[src/rtl/vspg_pkg.sv]
// Shared types and constants for the velocity step pulse generator.
// No dependencies; used by vspg_core and velocity_step_pulse_generator_top.

package vspg_pkg;

  localparam int unsigned SPEED_W = 24;
  localparam int unsigned TIME_W  = 32;
  localparam int unsigned POS_W   = 32;

  // signed speed times zero-extended elapsed time
  localparam int unsigned DIFF_W = SPEED_W + TIME_W + 1;

  // 1000 ms per second times 2^8 for the speed fraction
  localparam int unsigned SCALE = 256000;

  // 250 microsteps per second in Q15.8
  localparam logic signed [SPEED_W-1:0] FAST_POS_Q8 = 24'sd64000;
  localparam logic signed [SPEED_W-1:0] FAST_NEG_Q8 = -24'sd64000;

  typedef enum logic [1:0] {
    OP_POLL    = 2'd0,
    OP_RESTART = 2'd1,
    OP_LOAD    = 2'd2
  } op_e;

  typedef enum logic {
    CFG_SPEED    = 1'b0,
    CFG_POLARITY = 1'b1
  } cfg_reg_e;

  typedef struct packed {
    logic             step_pulse;
    logic             dir_level;
    logic             microstep_select;
    logic [POS_W-1:0] position;
  } result_t;

endpackage

[src/rtl/vspg_core.sv]
// Step decision and motion state (issued steps, start time, position, direction, mode).
// Depends on vspg_pkg.

module vspg_core #(
  parameter int unsigned MICROSTEPS_PER_FULL = 16
) (
  input  logic                                  clk_i,
  input  logic                                  rst_ni,
  input  logic                                  fire_i,
  input  logic [1:0]                            op_i,
  input  logic [vspg_pkg::TIME_W-1:0]           now_ms_i,
  input  logic signed [vspg_pkg::POS_W-1:0]     position_value_i,
  input  logic signed [vspg_pkg::SPEED_W-1:0]   speed_q8_i,
  input  logic                                  direction_polarity_i,
  output vspg_pkg::result_t                     result_o
);

  localparam int unsigned DiffW = vspg_pkg::DIFF_W;
  localparam logic signed [DiffW-1:0] ScaleS = DiffW'(vspg_pkg::SCALE);
  localparam logic signed [DiffW-1:0] ThreshFull =
    DiffW'(MICROSTEPS_PER_FULL * vspg_pkg::SCALE);
  localparam logic signed [DiffW-1:0] ThreshMicro = DiffW'(vspg_pkg::SCALE);
  localparam logic [vspg_pkg::POS_W-1:0] AmountFull =
    vspg_pkg::POS_W'(MICROSTEPS_PER_FULL);

  logic signed [vspg_pkg::POS_W-1:0]  issued_q, issued_d;
  logic [vspg_pkg::TIME_W-1:0]        start_q, start_d;
  logic [vspg_pkg::POS_W-1:0]         pos_q, pos_d;
  logic                               fwd_q, fwd_d;
  logic                               full_q, full_d;
  logic                               dir_q, dir_d;

  logic [vspg_pkg::TIME_W-1:0]        elapsed;
  logic signed [vspg_pkg::TIME_W:0]   elapsed_s;
  logic signed [DiffW-1:0]            owed;
  logic signed [DiffW-1:0]            issued_scaled;
  logic signed [DiffW-1:0]            diff;
  logic signed [DiffW-1:0]            thresh;
  logic [vspg_pkg::POS_W-1:0]         amount;
  logic                               fast;
  logic                               step_back;
  logic                               step_fwd;
  logic                               pulse;

  always_comb begin
    elapsed       = now_ms_i - start_q;
    elapsed_s     = {1'b0, elapsed};
    owed          = DiffW'(speed_q8_i) * DiffW'(elapsed_s);
    issued_scaled = DiffW'(issued_q) * ScaleS;
    diff          = owed - issued_scaled;
    fast          = (speed_q8_i > vspg_pkg::FAST_POS_Q8) ||
                    (speed_q8_i < vspg_pkg::FAST_NEG_Q8);
    thresh        = fast ? ThreshFull : ThreshMicro;
    amount        = fast ? AmountFull : vspg_pkg::POS_W'(1);
    step_back     = diff < -thresh;
    step_fwd      = diff > thresh;
  end

  always_comb begin
    issued_d = issued_q;
    start_d  = start_q;
    pos_d    = pos_q;
    fwd_d    = fwd_q;
    full_d   = full_q;
    dir_d    = dir_q;
    pulse    = 1'b0;
    unique case (op_i)
      vspg_pkg::OP_POLL: begin
        if (step_back || step_fwd) begin
          pulse  = 1'b1;
          full_d = fast;
          // pin only moves on a reversal
          if (step_fwd != fwd_q) begin
            fwd_d = step_fwd;
            dir_d = direction_polarity_i ? step_fwd : !step_fwd;
          end
          if (step_fwd) begin
            pos_d    = pos_q + amount;
            issued_d = issued_q + signed'(amount);
          end else begin
            pos_d    = pos_q - amount;
            issued_d = issued_q - signed'(amount);
          end
        end
      end
      vspg_pkg::OP_RESTART: begin
        issued_d = '0;
        start_d  = now_ms_i;
      end
      vspg_pkg::OP_LOAD: begin
        pos_d = position_value_i;
      end
      default: begin
        // unused code: report state only
      end
    endcase
  end

  always_ff @(posedge clk_i or negedge rst_ni) begin
    if (!rst_ni) begin
      issued_q <= '0;
      start_q  <= '0;
      pos_q    <= '0;
      fwd_q    <= 1'b1;
      full_q   <= 1'b0;
      dir_q    <= 1'b1;
    end else if (fire_i) begin
      issued_q <= issued_d;
      start_q  <= start_d;
      pos_q    <= pos_d;
      fwd_q    <= fwd_d;
      full_q   <= full_d;
      dir_q    <= dir_d;
    end
  end

  assign result_o.step_pulse       = pulse;
  assign result_o.dir_level        = dir_d;
  assign result_o.microstep_select = !full_d;
  assign result_o.position         = pos_d;

endmodule

[src/rtl/velocity_step_pulse_generator_top.sv]
// Top level of the velocity step pulse generator: config registers, input and result registers.
// Depends on vspg_pkg and vspg_core.
//
//   channel | direction | handshake         | payload
//   --------+-----------+-------------------+----------------------------------------------
//   cfg     | in        | valid / ready     | cfg_index_i, cfg_data_i
//   in      | in        | valid / stall     | operation_i, now_ms_i, position_value_i
//   out     | out       | valid / stall     | step_pulse_o, dir_level_o, microstep_select_o,
//           |           |                   | position_o
//
// one transaction per cycle sustained while the output channel is not stalled
// stage 1 registers the input; the step decision (one 24x33 multiply, subtract, compare) runs
// between that register and the result register, and updates the motion state in the same edge
// reset clears the motion state to forward, microstep mode, position zero, speed zero, polarity 1
// a stalled result holds in the result register while stage 1 still takes one more transaction
// cfg writes are always ready and take effect on the next cycle

module velocity_step_pulse_generator_top #(
  parameter int unsigned MICROSTEPS_PER_FULL = 16
) (
  input  logic                                clk_i,
  input  logic                                rst_ni,
  // configuration
  input  logic                                cfg_valid_i,
  output logic                                cfg_ready_o,
  input  logic                                cfg_index_i,
  input  logic [vspg_pkg::SPEED_W-1:0]        cfg_data_i,
  // input items
  input  logic                                in_valid_i,
  output logic                                in_stall_o,
  input  logic [1:0]                          operation_i,
  input  logic [vspg_pkg::TIME_W-1:0]         now_ms_i,
  input  logic signed [vspg_pkg::POS_W-1:0]   position_value_i,
  // results
  output logic                                out_valid_o,
  input  logic                                out_stall_i,
  output logic                                step_pulse_o,
  output logic                                dir_level_o,
  output logic                                microstep_select_o,
  output logic signed [vspg_pkg::POS_W-1:0]   position_o
);

  // configuration registers
  logic signed [vspg_pkg::SPEED_W-1:0] speed_q;
  logic                                polarity_q;

  // stage 1: registered input transaction
  logic                                s1_valid_q;
  logic [1:0]                          s1_op_q;
  logic [vspg_pkg::TIME_W-1:0]         s1_now_q;
  logic signed [vspg_pkg::POS_W-1:0]   s1_pos_q;

  // result register
  logic                                out_valid_q;
  vspg_pkg::result_t                   result_q;
  vspg_pkg::result_t                   core_res;

  logic out_free;   // result register can take a new result
  logic fire;       // stage 1 moves into the result register
  logic in_take;    // input transaction accepted

  assign cfg_ready_o = 1'b1;

  always_ff @(posedge clk_i or negedge rst_ni) begin
    if (!rst_ni) begin
      speed_q    <= '0;
      polarity_q <= 1'b1;
    end else if (cfg_valid_i && cfg_ready_o) begin
      unique case (cfg_index_i)
        vspg_pkg::CFG_SPEED:    speed_q    <= signed'(cfg_data_i);
        vspg_pkg::CFG_POLARITY: polarity_q <= cfg_data_i[0];
        default:                ;
      endcase
    end
  end

  // the result register frees up when it is empty or being taken this cycle
  assign out_free   = !out_valid_q || !out_stall_i;
  assign fire       = s1_valid_q && out_free;
  assign in_stall_o = s1_valid_q && !out_free;
  assign in_take    = in_valid_i && !in_stall_o;

  always_ff @(posedge clk_i or negedge rst_ni) begin
    if (!rst_ni) begin
      s1_valid_q <= 1'b0;
    end else if (in_take) begin
      s1_valid_q <= 1'b1;
    end else if (fire) begin
      s1_valid_q <= 1'b0;
    end
  end

  // payload of stage 1 needs no reset
  always_ff @(posedge clk_i) begin
    if (in_take) begin
      s1_op_q  <= operation_i;
      s1_now_q <= now_ms_i;
      s1_pos_q <= position_value_i;
    end
  end

  vspg_core #(
    .MICROSTEPS_PER_FULL (MICROSTEPS_PER_FULL)
  ) u_core (
    .clk_i                (clk_i),
    .rst_ni               (rst_ni),
    .fire_i               (fire),
    .op_i                 (s1_op_q),
    .now_ms_i             (s1_now_q),
    .position_value_i     (s1_pos_q),
    .speed_q8_i           (speed_q),
    .direction_polarity_i (polarity_q),
    .result_o             (core_res)
  );

  always_ff @(posedge clk_i or negedge rst_ni) begin
    if (!rst_ni) begin
      out_valid_q <= 1'b0;
    end else if (fire) begin
      out_valid_q <= 1'b1;
    end else if (!out_stall_i) begin
      out_valid_q <= 1'b0;
    end
  end

  always_ff @(posedge clk_i) begin
    if (fire) begin
      result_q <= core_res;
    end
  end

  assign out_valid_o        = out_valid_q;
  assign step_pulse_o       = result_q.step_pulse;
  assign dir_level_o        = result_q.dir_level;
  assign microstep_select_o = result_q.microstep_select;
  assign position_o         = signed'(result_q.position);

  // the input side only stalls when stage 1 holds a transaction
  a_stall_needs_s1: assert property (@(posedge clk_i) disable iff (!rst_ni)
    in_stall_o |-> s1_valid_q)
    else $error("input stalled with stage 1 empty");

  // a transaction that moves on always shows up as a result
  a_fire_fills_out: assert property (@(posedge clk_i) disable iff (!rst_ni)
    fire |=> out_valid_q)
    else $error("result register empty after stage 1 advanced");

  // a held stage 1 transaction is never dropped
  a_s1_kept: assert property (@(posedge clk_i) disable iff (!rst_ni)
    s1_valid_q && !fire |=> s1_valid_q)
    else $error("stage 1 transaction lost");

endmodule

[config.mk]
export PLATFORM = sky130hd
export DESIGN_NAME = velocity_step_pulse_generator_top
export DESIGN_NICKNAME = d
export VERILOG_FILES = /design/src/rtl/vspg_pkg.sv /design/src/rtl/vspg_core.sv /design/src/rtl/velocity_step_pulse_generator_top.sv
export SDC_FILE = /design/constraint.sdc
export NUM_CORES = 2
export LEC_CHECK = 0
export BUFFER_PORTS_ARGS = -buffer_cell sky130_fd_sc_hd__buf_2
export CAP_MARGIN = 20
export CORE_ASPECT_RATIO = 0.7
export CORE_MARGIN = 1.5
export CORE_UTILIZATION = 40
export CTS_BUF_LIST = sky130_fd_sc_hd__clkbuf_16
export DETAILED_ROUTE_END_ITERATION = 6
export GPL_ROUTABILITY_DRIVEN = 0
export PLACE_DENSITY = 0.62
export SETUP_SLACK_MARGIN = 0.2
export SYNTH_ARGS = -nofsm -noshare
export SYNTH_HDL_FRONTEND = slang
export SYNTH_SLANG_ARGS = --single-unit
[constraint.sdc]
create_clock -name clk_i -period 22.9 [get_ports clk_i]
set_input_delay 4.58 -clock clk_i [delete_from_list [all_inputs] [get_ports clk_i]]
set_output_delay 4.58 -clock clk_i [all_outputs]
set_load 0.02 [all_outputs]
==> impl_metrics.yaml <==
flow_run:
  drv_cap: 0
clocking:
  ctsHoldBuffers: 0
  clk_latency_ns: 0.61
  cts_sinks: 227
  ctsRootBufferMaster: "clkbuf_16"
  cts_setup_buffers: 0
  cts-buffers-inserted: 29
  cts_tree: "yes"
  clock_path_buffers: 3
  h-tree-depth: 1
  clk_pin_slew_ns: 0.06
  cts_resized: 0
critical_path:
  critPathKind: "register to register"
  cp-end-kind: "register"
  max_stage_delay_ns: 0.65
  required_ns: 23.25
  start_kind: "register"
  crit_path_frequent_cell: "fa_1"
  rrSetupSlack_ns: 4.49
  worst_path_max_delay_cell: "nor4_4"
  path_max_fanout: 11
  cp.arrival_ns: 18.76
  rr_worst_depth: 66
  rr_startpoint: "u_core.issued_q[4]"
  rr_endpoint: "position_o[25]"
synthesis:
  synth_top_area_cell: "fa_1"
  syn_avg_cell_area_um2: 9.183
  ys_seq_elements: 227
  synthFlopType: "dfrtp_1"
  ys_seq_area_share_pct: 13.30
  synth_nets: 6425
  syn_inst: 5069
  synth-async-reset-ratio_pct: 55.51
  synth.most_common_cell: "inv_1"
  ys_warn_count: 0
  synth_top_area_share_pct: 35.74
  synth_cell_types: 103
  syn_area_mm2: 0.04655
  synth_edf_count: 101
  yosys-top-cells-count: "1,029 x inv_1, 831 x fa_1, 633 x nand2_1"
  synth.area.top_cells: "fa_1 36%, ha_1 12%, inv_1 8.3%, dfrtp_1 6.6%, edfxtp_1 6.5%"
finish:
  finalNetCount: 6433
  final_util_pct: 43.48
  layout-drive-gt1-share_pct: 7.943
  syn_to_final_growth_pct: 7.564
  insertedDiodeCount: 0
  n_fill_cell: 11222
sta:
  rsz0062_at_grt: "no"
  min_period_ns: 18.41
  fin_worst_skew_ns: 0.02890
  hold_violations: 0
  finalCritPeriodShare_pct: 80.39
  slew_violations: 0
  slew_headroom_pct: 28.39
  setup_tns_ns: 0
  tightest_slew_ns: 1.052
  finalSetupViolations: 0
  max_freq_mhz: 54.32
floorplan:
  start_util_pct: 40.42
  rows: 104
  dieHeight_um: 288.4
  io_pins: 134
  die_x_um: 410.7
  dieArea_mm2: 0.1185
  coreArea_mm2: 0.1152
global_routing:
  use_met3_pct: 4.963
  grt.busiest_layer: "met1"
  grt.overflow.total: 0
  grt_pass1_vias: 36473
  antenna_found_initial: 1
  grt_max_degree: 76
  grt_usage_pct: 22.10
  grt_util_met1_pct: 33.22
  gr-usage-met2_pct: 32.29
  grt_first_pass_wirelength_um: 206700
route:
  route.detailed.drc: 0
  drt_iter0_drc: 2706
  wl_per_cell_um: 19.10
  viasPerCell: 5.289
  first_pass_iters: 7
  antenna_left: 0
  vias: 35101
  drt-total-wl_um: 126700
placed_design:
  dp_hpwl_um: 101900
  portBuffers: 132
hold_path:
  hold_class: "register to register"
  min_path_cells: 1
  min_from: "s1_valid_q"
  hold-path-endpoint: "out_valid_o"
status:
  status: "finished clean"
==> cell usage in the layout, fill, tap and decap left out, types with 26 or more instances in the layout <==
cell       Yosys  layout
inv_1       1029    1033
fa_1         831     831
nand2_1      633     632
ha_1         429     429
and2_1       296     295
a21oi_1      168     168
nor2_1       158     157
o21ai_0      146     145
buf_2          8     131
dfrtp_1      123     115
edfxtp_1     101     101
xnor2_1       99      80
a21o_1        77      77
mux2_2        67      67
buf_4          1      67
xor2_1        56      50
nor3_1        49      49
nand4_1       45      45
nor2b_1       43      42
nand2b_1      40      40
nand3_1       35      35
o21a_1        34      34
or3_1         29      29
clkbuf_16      0      29
and3_1        26      26
==> layout make-up <==
cell class | count | area (um^2) | share of cell area [%]
clock buffer | 29 | 725.7 | 1.449
clock inverter | 24 | 290.3 | 0.5797
inverter | 1030 | 3866 | 7.721
multi-input combinational | 3588 | 35870 | 71.64
sequential | 227 | 6200 | 12.38
tap | 1537 | 1923 | 3.841
timing repair buffer | 201 | 1195 | 2.386
==> cell families (layout without fill, tap and decap cells) <==
family	Yosys count	count (layout)	share of synthesized area [%]
AOI/OAI and AO/OA	679	679	9.743
xor gates and xnor gates	155	155	2.916
adders and majority gates	1263	1263	47.33
buffers and inverters	1254	1284	10.16
DFF	227	227	13.30
muxes	74	74	1.779
other	1	1	0.008056
and+or+nand+nor	1416	1416	14.77
==> through the flow <==
step,hold slack [ns],instance area (um^2),worst slack (ns),instances
CTS,0.4928,50050,4.812,6634
global route,0.5087,50070,3.613,6636
finish,0.4884,50070,4.491,6636
detailed placement,0.4787,49030,4.921,6581
global placement,0.4690,49030,5.286,6581
floorplan,0.4502,46550,6.593,5069
==> per-layer routing <==
metal  part of all wire (%)  vias to the layer above
met5                      0                        -
met4                    2.2                        0
met3                    9.5                      129
met2                     41                     1291
met1                     47                    17740
li1                       -                    15941
==> state kept, by name (all words and copies together) (netlist names) <==
signal and cells:
speed_q 24, s1_valid_q 1, out_valid_o 1, u_core.issued_q 32
position_o 32, u_core.dir_q 1, u_core.pos_q 32, s1_pos_q 32
s1_now_q 32, u_core.fwd_q 1, polarity_q 1, u_core.full_q 1
dir_level_o 1, step_pulse_o 1, microstep_select_o 1, s1_op_q 2
u_core.start_q 32
==> worst max-delay path by stage <==
| stage | start | to | slack (ns) | cells past startpoint |
|---|---|---|---|---|
| 6_report | u_core.issued_q[4] | position_o[25] | 4.49 | 66 |
| 5_1_grt | u_core.issued_q[4] | position_o[25] | 3.61 | 66 |
| 4_1_cts | u_core.issued_q[4] | position_o[25] | 4.81 | 66 |
| 3_5_place_dp | u_core.issued_q[4] | position_o[25] | 4.92 | 66 |
| 3_3_place_gp | u_core.issued_q[4] | position_o[25] | 5.29 | 65 |
| 2_1_floorplan | u_core.issued_q[4] | position_o[25] | 6.59 | 65 |
==> critical path, delay by kind of cell, from the launching register on <==
kind,cells,cell delay (ns)
compound gates,35,8.78
fa+ha+maj,14,5.70
simple gates,9,2.18
flops,1,0.58
buf+inv,6,0.48
xor+xnor,2,0.40
Power is left out: the tool's default activity adds up to more than one toggle a clock period on the data nets, which glitch-free logic cannot reach.
